[src/rtl/sparse_polynomial_add_merge_macros.svh]
// ----------------------------------------------------------------------------
// Sparse polynomial add/merge assertion macros
// Clocked assertion helpers for the RTL of the block, used by the controller.
// ----------------------------------------------------------------------------
`ifndef SPARSE_POLYNOMIAL_ADD_MERGE_MACROS_SVH
`define SPARSE_POLYNOMIAL_ADD_MERGE_MACROS_SVH

// Checked on every clock edge outside reset.
`define SPA_ASSERT(label, prop, msg) \
  label: assert property (@(posedge clk) disable iff (!rst_n) prop) else $error(msg);

// Checked on every clock edge, reset included.
`define SPA_ASSERT_ALWAYS(label, prop, msg) \
  label: assert property (@(posedge clk) prop) else $error(msg);

`endif

[src/rtl/spa_pkg.sv]
// ----------------------------------------------------------------------------
// Sparse polynomial add/merge package
// Field widths, command codes and the controller/datapath interface types.
// ----------------------------------------------------------------------------
package spa_pkg;

  localparam int MAX_TERMS_DEF = 16;

  localparam int CMD_W   = 2;
  localparam int COEF_W  = 16;
  localparam int EXP_W   = 8;
  localparam int SUM_W   = 17;
  localparam int ENTRY_W = COEF_W + EXP_W;

  localparam logic [CMD_W-1:0] CMD_APPEND_A = 2'd0;
  localparam logic [CMD_W-1:0] CMD_APPEND_B = 2'd1;
  localparam logic [CMD_W-1:0] CMD_MERGE    = 2'd2;

  typedef struct packed {
    logic load_a;
    logic load_b;
    logic start;
    logic step;
  } dp_cmd_t;

  typedef struct packed {
    logic a_more;
    logic b_more;
    logic last;
  } dp_sts_t;

endpackage

[src/rtl/sparse_polynomial_add_merge.sv]
// ----------------------------------------------------------------------------
// Sparse polynomial add/merge
// Loads two term lists and emits their sum as a merged term stream.
// ----------------------------------------------------------------------------
// An append transaction (cmd 0 or 1) writes the term into the first or
// second term store; appends past MAX_TERMS are dropped. A merge transaction
// (cmd 2) walks both stores and emits one result per distinct exponent, or a
// single result with out_term_valid low for an empty sum. Each result takes a
// registered read of each store's single read port (prime state), then a
// compare, add and register of the result (step state), which stalls while
// the output register holds a result that out_ready has not taken. Once the
// last result is registered the next transaction is accepted, even while it
// still waits in the output register. Both counts clear at that point.
module sparse_polynomial_add_merge #(
  parameter int MAX_TERMS = spa_pkg::MAX_TERMS_DEF
) (
  input  logic                              clk,
  input  logic                              rst_n,
  input  logic                              in_valid,
  output logic                              in_ready,
  input  logic [spa_pkg::CMD_W-1:0]         in_cmd,
  input  logic signed [spa_pkg::COEF_W-1:0] in_coefficient,
  input  logic [spa_pkg::EXP_W-1:0]         in_exponent,
  output logic                              out_valid,
  input  logic                              out_ready,
  output logic signed [spa_pkg::SUM_W-1:0]  out_sum_coefficient,
  output logic [spa_pkg::EXP_W-1:0]         out_sum_exponent,
  output logic                              out_term_valid,
  output logic                              out_last_term
);

  spa_pkg::dp_cmd_t cmd;
  spa_pkg::dp_sts_t sts;

  spa_ctrl u_ctrl (
    .clk       (clk),
    .rst_n     (rst_n),
    .in_valid  (in_valid),
    .in_ready  (in_ready),
    .in_cmd    (in_cmd),
    .out_valid (out_valid),
    .out_ready (out_ready),
    .cmd       (cmd),
    .sts       (sts)
  );

  spa_datapath #(.MAX_TERMS(MAX_TERMS)) u_datapath (
    .clk                 (clk),
    .rst_n               (rst_n),
    .cmd                 (cmd),
    .sts                 (sts),
    .in_coefficient      (in_coefficient),
    .in_exponent         (in_exponent),
    .out_sum_coefficient (out_sum_coefficient),
    .out_sum_exponent    (out_sum_exponent),
    .out_term_valid      (out_term_valid),
    .out_last_term       (out_last_term)
  );

endmodule

[src/rtl/spa_ram.sv]
// ----------------------------------------------------------------------------
// Sparse polynomial add/merge term RAM
// Generic single write port, single read port RAM with registered read data.
// ----------------------------------------------------------------------------
module spa_ram #(
  parameter int WIDTH = 8,
  parameter int DEPTH = 16
) (
  input  logic                                      clk,
  input  logic                                      we,
  input  logic [((DEPTH > 1) ? $clog2(DEPTH) : 1)-1:0] waddr,
  input  logic [WIDTH-1:0]                          wdata,
  input  logic [((DEPTH > 1) ? $clog2(DEPTH) : 1)-1:0] raddr,
  output logic [WIDTH-1:0]                          rdata
);

  logic [WIDTH-1:0] mem_r [DEPTH];
  logic [WIDTH-1:0] rdata_r;

  always_ff @(posedge clk) begin
    if (we) begin
      mem_r[waddr] <= wdata;
    end
    rdata_r <= mem_r[raddr];
  end

  assign rdata = rdata_r;

endmodule

[src/rtl/spa_datapath.sv]
// ----------------------------------------------------------------------------
// Sparse polynomial add/merge datapath
// Term stores, counts, merge indexes, head compare/add and the result register.
// ----------------------------------------------------------------------------
module spa_datapath #(
  parameter int MAX_TERMS = spa_pkg::MAX_TERMS_DEF
) (
  input  logic                              clk,
  input  logic                              rst_n,
  input  spa_pkg::dp_cmd_t                  cmd,
  output spa_pkg::dp_sts_t                  sts,
  input  logic signed [spa_pkg::COEF_W-1:0] in_coefficient,
  input  logic [spa_pkg::EXP_W-1:0]         in_exponent,
  output logic signed [spa_pkg::SUM_W-1:0]  out_sum_coefficient,
  output logic [spa_pkg::EXP_W-1:0]         out_sum_exponent,
  output logic                              out_term_valid,
  output logic                              out_last_term
);

  localparam int CW = $clog2(MAX_TERMS + 1);
  localparam int AW = (MAX_TERMS > 1) ? $clog2(MAX_TERMS) : 1;
  localparam logic [CW-1:0] CAP = CW'(MAX_TERMS);

  logic [CW-1:0] cnt_a_r, cnt_a_nxt, cnt_b_r, cnt_b_nxt;
  logic [CW-1:0] i_r, i_nxt, j_r, j_nxt;
  logic [CW-1:0] i_adv, j_adv;
  logic          we_a, we_b;
  logic [spa_pkg::ENTRY_W-1:0] wdata, rdata_a, rdata_b;
  logic signed [spa_pkg::COEF_W-1:0] ca, cb;
  logic [spa_pkg::EXP_W-1:0] ea, eb;
  logic take_a, take_b;
  logic signed [spa_pkg::SUM_W-1:0] ta, tb, sum;
  logic signed [spa_pkg::SUM_W-1:0] coef_r;
  logic [spa_pkg::EXP_W-1:0] exp_r;
  logic valid_r, last_r;

  assign we_a  = cmd.load_a && (cnt_a_r < CAP);
  assign we_b  = cmd.load_b && (cnt_b_r < CAP);
  assign wdata = {in_coefficient, in_exponent};

  spa_ram #(.WIDTH(spa_pkg::ENTRY_W), .DEPTH(MAX_TERMS)) u_ram_a (
    .clk   (clk),
    .we    (we_a),
    .waddr (cnt_a_r[AW-1:0]),
    .wdata (wdata),
    .raddr (i_r[AW-1:0]),
    .rdata (rdata_a)
  );

  spa_ram #(.WIDTH(spa_pkg::ENTRY_W), .DEPTH(MAX_TERMS)) u_ram_b (
    .clk   (clk),
    .we    (we_b),
    .waddr (cnt_b_r[AW-1:0]),
    .wdata (wdata),
    .raddr (j_r[AW-1:0]),
    .rdata (rdata_b)
  );

  assign ca = rdata_a[spa_pkg::ENTRY_W-1:spa_pkg::EXP_W];
  assign ea = rdata_a[spa_pkg::EXP_W-1:0];
  assign cb = rdata_b[spa_pkg::ENTRY_W-1:spa_pkg::EXP_W];
  assign eb = rdata_b[spa_pkg::EXP_W-1:0];

  always_comb begin
    sts.a_more = i_r < cnt_a_r;
    sts.b_more = j_r < cnt_b_r;
    take_a = sts.a_more && (!sts.b_more || (ea >= eb));
    take_b = sts.b_more && (!sts.a_more || (eb >= ea));
    ta = take_a ? {ca[spa_pkg::COEF_W-1], ca} : '0;
    tb = take_b ? {cb[spa_pkg::COEF_W-1], cb} : '0;
    sum = ta + tb;
    i_adv = i_r + CW'(take_a);
    j_adv = j_r + CW'(take_b);
    sts.last = (i_adv >= cnt_a_r) && (j_adv >= cnt_b_r);
  end

  always_comb begin
    cnt_a_nxt = cnt_a_r;
    cnt_b_nxt = cnt_b_r;
    i_nxt = i_r;
    j_nxt = j_r;
    if (we_a) begin
      cnt_a_nxt = cnt_a_r + CW'(1);
    end
    if (we_b) begin
      cnt_b_nxt = cnt_b_r + CW'(1);
    end
    if (cmd.start) begin
      i_nxt = '0;
      j_nxt = '0;
    end else if (cmd.step) begin
      i_nxt = i_adv;
      j_nxt = j_adv;
      if (sts.last) begin
        cnt_a_nxt = '0;
        cnt_b_nxt = '0;
      end
    end
  end

  always_ff @(posedge clk) begin
    if (!rst_n) begin
      cnt_a_r <= '0;
      cnt_b_r <= '0;
      i_r     <= '0;
      j_r     <= '0;
    end else begin
      cnt_a_r <= cnt_a_nxt;
      cnt_b_r <= cnt_b_nxt;
      i_r     <= i_nxt;
      j_r     <= j_nxt;
    end
  end

  always_ff @(posedge clk) begin
    if (cmd.step) begin
      coef_r  <= sum;
      exp_r   <= take_a ? ea : (take_b ? eb : '0);
      valid_r <= take_a || take_b;
      last_r  <= sts.last;
    end
  end

  assign out_sum_coefficient = coef_r;
  assign out_sum_exponent    = exp_r;
  assign out_term_valid      = valid_r;
  assign out_last_term       = last_r;

endmodule

[src/rtl/spa_ctrl.sv]
// ----------------------------------------------------------------------------
// Sparse polynomial add/merge controller
// Sequences loads and the merge walk, and owns the result valid flag.
// ----------------------------------------------------------------------------
`include "sparse_polynomial_add_merge_macros.svh"

module spa_ctrl (
  input  logic                       clk,
  input  logic                       rst_n,
  input  logic                       in_valid,
  output logic                       in_ready,
  input  logic [spa_pkg::CMD_W-1:0]  in_cmd,
  output logic                       out_valid,
  input  logic                       out_ready,
  output spa_pkg::dp_cmd_t           cmd,
  input  spa_pkg::dp_sts_t           sts
);

  localparam logic [1:0] S_IDLE  = 2'd0;
  localparam logic [1:0] S_PRIME = 2'd1;
  localparam logic [1:0] S_STEP  = 2'd2;

  logic [1:0] state_r, state_nxt;
  logic       out_valid_r, out_valid_nxt;
  logic       acc, slot_free;

  always_comb begin
    in_ready   = state_r == S_IDLE;
    acc        = in_valid && in_ready;
    slot_free  = !out_valid_r || out_ready;
    cmd.load_a = acc && (in_cmd == spa_pkg::CMD_APPEND_A);
    cmd.load_b = acc && (in_cmd == spa_pkg::CMD_APPEND_B);
    cmd.start  = acc && (in_cmd == spa_pkg::CMD_MERGE);
    cmd.step   = (state_r == S_STEP) && slot_free;

    state_nxt = state_r;
    case (state_r)
      S_IDLE: begin
        if (cmd.start) begin
          state_nxt = S_PRIME;
        end
      end
      S_PRIME: begin
        state_nxt = S_STEP;
      end
      S_STEP: begin
        if (cmd.step) begin
          state_nxt = sts.last ? S_IDLE : S_PRIME;
        end
      end
      default: begin
        state_nxt = S_IDLE;
      end
    endcase

    out_valid_nxt = cmd.step ? 1'b1 : (out_ready ? 1'b0 : out_valid_r);
  end

  always_ff @(posedge clk) begin
    if (!rst_n) begin
      state_r     <= S_IDLE;
      out_valid_r <= 1'b0;
    end else begin
      state_r     <= state_nxt;
      out_valid_r <= out_valid_nxt;
    end
  end

  assign out_valid = out_valid_r;

  `SPA_ASSERT(a_step_slot_free, (cmd.step |-> (!out_valid_r || out_ready)), "step into busy result")
  `SPA_ASSERT(a_merge_primes, (cmd.start |=> (state_r == S_PRIME)), "merge did not start walk")
  `SPA_ASSERT(a_last_ends_run, ((cmd.step && sts.last) |=> ((state_r == S_IDLE) && out_valid_r)), "last term did not end run")
  `SPA_ASSERT(a_empty_is_last, (((state_r == S_STEP) && !sts.a_more && !sts.b_more) |-> sts.last), "exhausted lists not last")

endmodule
[config.mk]
export PLATFORM = sky130hd
export DESIGN_NAME = sparse_polynomial_add_merge
export DESIGN_NICKNAME = d
export VERILOG_FILES = /design/src/rtl/spa_pkg.sv /design/src/rtl/sparse_polynomial_add_merge.sv /design/src/rtl/spa_ram.sv /design/src/rtl/spa_datapath.sv /design/src/rtl/spa_ctrl.sv
export VERILOG_INCLUDE_DIRS = /design/src /design/src/rtl
export SDC_FILE = /design/constraint.sdc
export NUM_CORES = 1
export LEC_CHECK = 0
export BUFFER_PORTS_ARGS = -buffer_cell sky130_fd_sc_hd__buf_4
export CORE_MARGIN = 1
export CORE_UTILIZATION = 40
export CTS_BUF_LIST = sky130_fd_sc_hd__clkbuf_4 sky130_fd_sc_hd__clkbuf_8
export DETAILED_ROUTE_END_ITERATION = 8
export SETUP_SLACK_MARGIN = 0.02
export SLEW_MARGIN = 20
export SYNTH_ARGS = -nofsm -noshare
export SYNTH_HDL_FRONTEND = slang
export SYNTH_HIERARCHICAL = 1
export SYNTH_SLANG_ARGS = --single-unit
[constraint.sdc]
create_clock -name clk -period 5.9 [get_ports clk]
set_input_delay 1.18 -clock clk [delete_from_list [all_inputs] [get_ports clk]]
set_output_delay 1.18 -clock clk [all_outputs]
set_load 0.02 [all_outputs]
==> results.sh <==
export IMPL_status="finished clean"
export IMPL_drc=0
export IMPL_synthesis_nets=1729
export IMPL_cts_hold_buffers_added=0
export IMPL_initial_utilization_pct=40.6
export IMPL_critPathArrivalTime_ns=5.20
export IMPL_wl_um=73400
export IMPL_cp_end_kind="flop"
export IMPL_coreArea_um2=82500
export IMPL_io_buffer_count=58
export IMPL_grt_util_all_layers_pct=17.6
export IMPL_r2r_start="u_datapath/cnt_a_r[1]$_SDFF_PN0_"
export IMPL_syn_avg_cell_area_um2=20.3
export IMPL_syn_cell_area_um2=33500
export IMPL_finalCritPeriodShare_pct=79.9
export IMPL_ir_drop_uv=192
export IMPL_cts_made_buffers=139
export IMPL_wire_per_inst_um=24.7
export IMPL_p_int_mw=9.48
export IMPL_power_share_clock_pct=41.5
export IMPL_hold_viol=0
export IMPL_cts_root_buf="clkbuf_8"
export IMPL_r2r_end="u_datapath/out_sum_coefficient[14]$_DFFE_PP_"
export IMPL_first_pass_iters=5
export IMPL_antenna_left=0
export IMPL_area_growth_pct=13.6
export IMPL_cellPowerDensity_nw_per_um2=314
export IMPL_timing_setup_tns_ns=0
export IMPL_cts_sinks=866
export IMPL_p_leak_nw=12.0
export IMPL_preCtsSetupSlack_ns=1.38
export IMPL_clkLatencyLatePin_ns=0.76
export IMPL_postCtsSetupBuffers=0
export IMPL_fillers=6891
export IMPL_drtIter0Drc=1427
export IMPL_tightest_slew_ns=1.08
export IMPL_ctsResizeCount=0
export IMPL_vias=16200
export IMPL_hp_class="reg -> reg"
export IMPL_ys_warn_count=6
export IMPL_skew_ns=0.0279
export IMPL_tritoncts="yes"
export IMPL_die_height_um=291
export IMPL_finalPower_mw=12.0
export IMPL_seq_power_share_pct=56.3
export IMPL_slew_violations=0
export IMPL_setup_slack_ns=1.19
export IMPL_switching_share_pct=20.7
export IMPL_synth_main_ff_cell="edfxtp_1"
export IMPL_grt_pass1_wl_um=109000
export IMPL_ys_seq_area_share_pct=75.5
export IMPL_synth_edff_count=795
export IMPL_grt_overflow_total=0
export IMPL_htreeDepth=4
export IMPL_dp_cells=2729
export IMPL_drive_above_1_share_pct=30.1
export IMPL_fp_dieW_um=291
export IMPL_syn_instance_count=1650
export IMPL_rsz0062_at_grt="false"
export IMPL_antenna_found_initial=4
export IMPL_clk_path_buf_depth=3
export IMPL_period_needed_ns=4.71
export IMPL_io_pins=59
export IMPL_timing_fmax_ghz=0.212
export IMPL_synth_seq_cells=866
export IMPL_via_per_inst=5.46
export IMPL_setup_viol=0
export IMPL_final_cell_count_no_fill=2975
export IMPL_p_sw_mw=2.48
export IMPL_p_comb_share_pct=2.2
export IMPL_cp_max_fo=18
export IMPL_clkTransAtPathRegs_ns=0.06
export IMPL_grt_max_degree=99
export IMPL_nets=1879
export IMPL_gp_congestion=0.805
export IMPL_ff2ff_setup_slack_ns=1.19
export IMPL_yosysUniqueCellTypes=59
export IMPL_startpoint_type="flop"
export IMPL_max_cap_viol_count=0
export IMPL_required_ns=6.38
export IMPL_dieArea_um2=84900
export IMPL_grt_pass1_vias=16900
export IMPL_dp_hpwl_um=41900
export IMPL_async_flop_share_pct=0
export IMPL_r2r_cells=17
export IMPL_rows=105
export IMPL_criticalPathCategory="reg -> reg"
export IMPL_slew_headroom_pct=28.0
export IMPL_cp_endpoint="u_datapath/out_sum_coefficient[14]$_DFFE_PP_"
export IMPL_worstSetupStartpoint="u_datapath/cnt_a_r[1]$_SDFF_PN0_"
-- state kept, by name, summed over array words and instances (netlist names), 2 cells and up --
name,cells
u_datapath/cnt_a_r,5
u_datapath/u_ram_b/mem_r,384
u_datapath/u_ram_a/mem_r,384
u_datapath/j_r,5
u_datapath/u_ram_b/rdata,24
u_datapath/i_r,5
u_datapath/cnt_b_r,5
u_datapath/u_ram_a/rdata,24
u_ctrl/state_r,2
u_datapath/out_sum_exponent,8
u_datapath/out_sum_coefficient,17
-- power groups by stage --
| stage | sequential [mW] | clock [mW] | combinational [mW] |
|---|---|---|---|
| global placement | 6.86 | 0 | 0.256 |
| finish | 6.74 | 4.96 | 0.262 |
| detailed placement | 6.87 | 0 | 0.265 |
| CTS | 6.74 | 5.10 | 0.267 |
| global route | 6.74 | 5.34 | 0.287 |
| floorplan | 6.87 | 0 | 0.107 |
-- worst max-delay path: stages (launching register included) --
cell and delay, ns:
dfxtp_1 0.57, inv_1 0.15, ha_1 0.33, a211oi_2 0.07, o31ai_2 0.57, inv_2 0.06
o21ai_2 0.08, o21a_4 0.26, and2_2 0.17, ha_1 0.19, inv_1 0.07, fa_1 0.40
nor2b_1 0.19, o2111ai_1 0.21, a31oi_1 0.60, o22ai_1 0.27, nand3_1 0.16, o311ai_1 0.10
-- metal layers --
| layer | up-vias | track usage, % | wire (um) |
|---|---|---|---|
| li1 | 7068 | - | - |
| met1 | 8496 | 23.6 | 31000 |
| met2 | 561 | 28.1 | 35500 |
| met3 | 115 | 4.28 | 5270 |
| met4 | 0 | 5.84 | 1610 |
| met5 | - | 0 | 0 |
-- placed cells by master (no fill, tap or decap), types with 8 or more instances in the layout --
cell type,synthesis,final
xor2_1,10,10
nand2_1,69,69
o21ai_0,8,8
nor2_4,0,25
clkinv_2,0,23
ha_1,48,48
and2_2,16,16
a22o_1,8,8
dfxtp_1,71,67
nand4_1,11,11
edfxtp_1,795,795
a22oi_1,96,96
nand3_1,11,11
mux4_2,192,192
nand2b_1,10,10
nor2_1,57,30
clkbuf_8,0,148
and2_1,20,20
clkinvlp_4,0,11
buf_4,3,83
nor3_2,0,8
inv_1,26,26
a21oi_1,26,26
clkinv_1,0,22
clkbuf_4,0,36
xnor2_1,19,19
-- layout make-up --
class	instances	area [um^2]	share of cell area [%]
flip-flops and latches	866	25300	66.5
multi-input cells	681	7930	20.8
clock buffers	184	2310	6.06
well taps	1070	1340	3.52
repair buffers	85	663	1.74
clock inverters	61	388	1.02
inverters	27	101	0.266
diodes	1	2.50	0.00658
-- cell usage after synthesis, types with 2 or more instances --
cell type,instances,share of area [%]
edfxtp_1,795,71
mux4_2,192,13
a22oi_1,96,2.2
dfxtp_1,71,4.2
nand2_1,69,0.77
nor2_1,57,0.64
ha_1,48,1.8
clkbuf_1,42,0.47
a21oi_1,26,0.39
inv_1,26,0.29
and2_1,20,0.37
buf_2,20,0.30
xnor2_1,19,0.50
and2_2,16,0.36
buf_6,11,0.37
nand3_1,11,0.16
nand4_1,11,0.21
nand2b_1,10,0.19
nor2b_1,10,0.19
nor3_1,10,0.15
xor2_1,10,0.26
a22o_1,8,0.21
o21ai_0,8,0.12
a21o_1,7,0.16
o21a_1,5,0.11
a31oi_1,4,0.075
mux2i_1,4,0.12
nand3b_1,4,0.090
a211oi_1,3,0.067
buf_4,3,0.067
o21ai_1,3,0.045
a211oi_2,2,0.075
or2b_1,2,0.045
or3b_2,2,0.052
-- worst min path at each step --
stage / from / endpoint / slack (ns) / depth (start not counted)
6_report: u_ctrl/out_valid$_SDFFE_PN0P_ / u_ctrl/out_valid$_SDFFE_PN0P_ / 0.51 / 2
5_1_grt: u_ctrl/out_valid$_SDFFE_PN0P_ / u_ctrl/out_valid$_SDFFE_PN0P_ / 0.56 / 2
4_1_cts: u_ctrl/out_valid$_SDFFE_PN0P_ / u_ctrl/out_valid$_SDFFE_PN0P_ / 0.52 / 2
3_5_place_dp: u_ctrl/out_valid$_SDFFE_PN0P_ / u_ctrl/out_valid$_SDFFE_PN0P_ / 0.51 / 2
3_3_place_gp: u_ctrl/out_valid$_SDFFE_PN0P_ / u_ctrl/out_valid$_SDFFE_PN0P_ / 0.49 / 2
2_1_floorplan: u_datapath/cnt_a_r[4]$_SDFF_PN0_ / u_datapath/cnt_a_r[4]$_SDFF_PN0_ / 0.48 / 2
-- cells by family (layout without fill, tap and decap cells) --
logic type	Yosys count	count (layout)	share of synthesized area, %
AND/OR/NAND/NOR	229	229	3.41
XOR/XNOR	29	29	0.758
adder cells (fa/ha/maj)	49	49	1.85
flip-flops	866	866	75.5
multiplexers	196	196	13.0
buffers and inverters	103	357	1.51
other	0	1	0
AO/OA/AOI/OAI	178	178	3.91
-- per-stage QoR --
| stage | cell area [um^2] | util, % | hold slack (ns) |
|---|---|---|---|
| 2_1_floorplan | 33500 | - | 0.477 |
| 3_3_place_gp | 35300 | 42.8 | 0.495 |
| 3_5_place_dp | 35300 | 42.8 | 0.510 |
| 4_1_cts | 38000 | 46.1 | 0.520 |
| 5_1_grt | 38000 | 46.1 | 0.564 |
| 6_report | 38000 | 46.1 | 0.514 |
(Power assumes the default switching activity.)
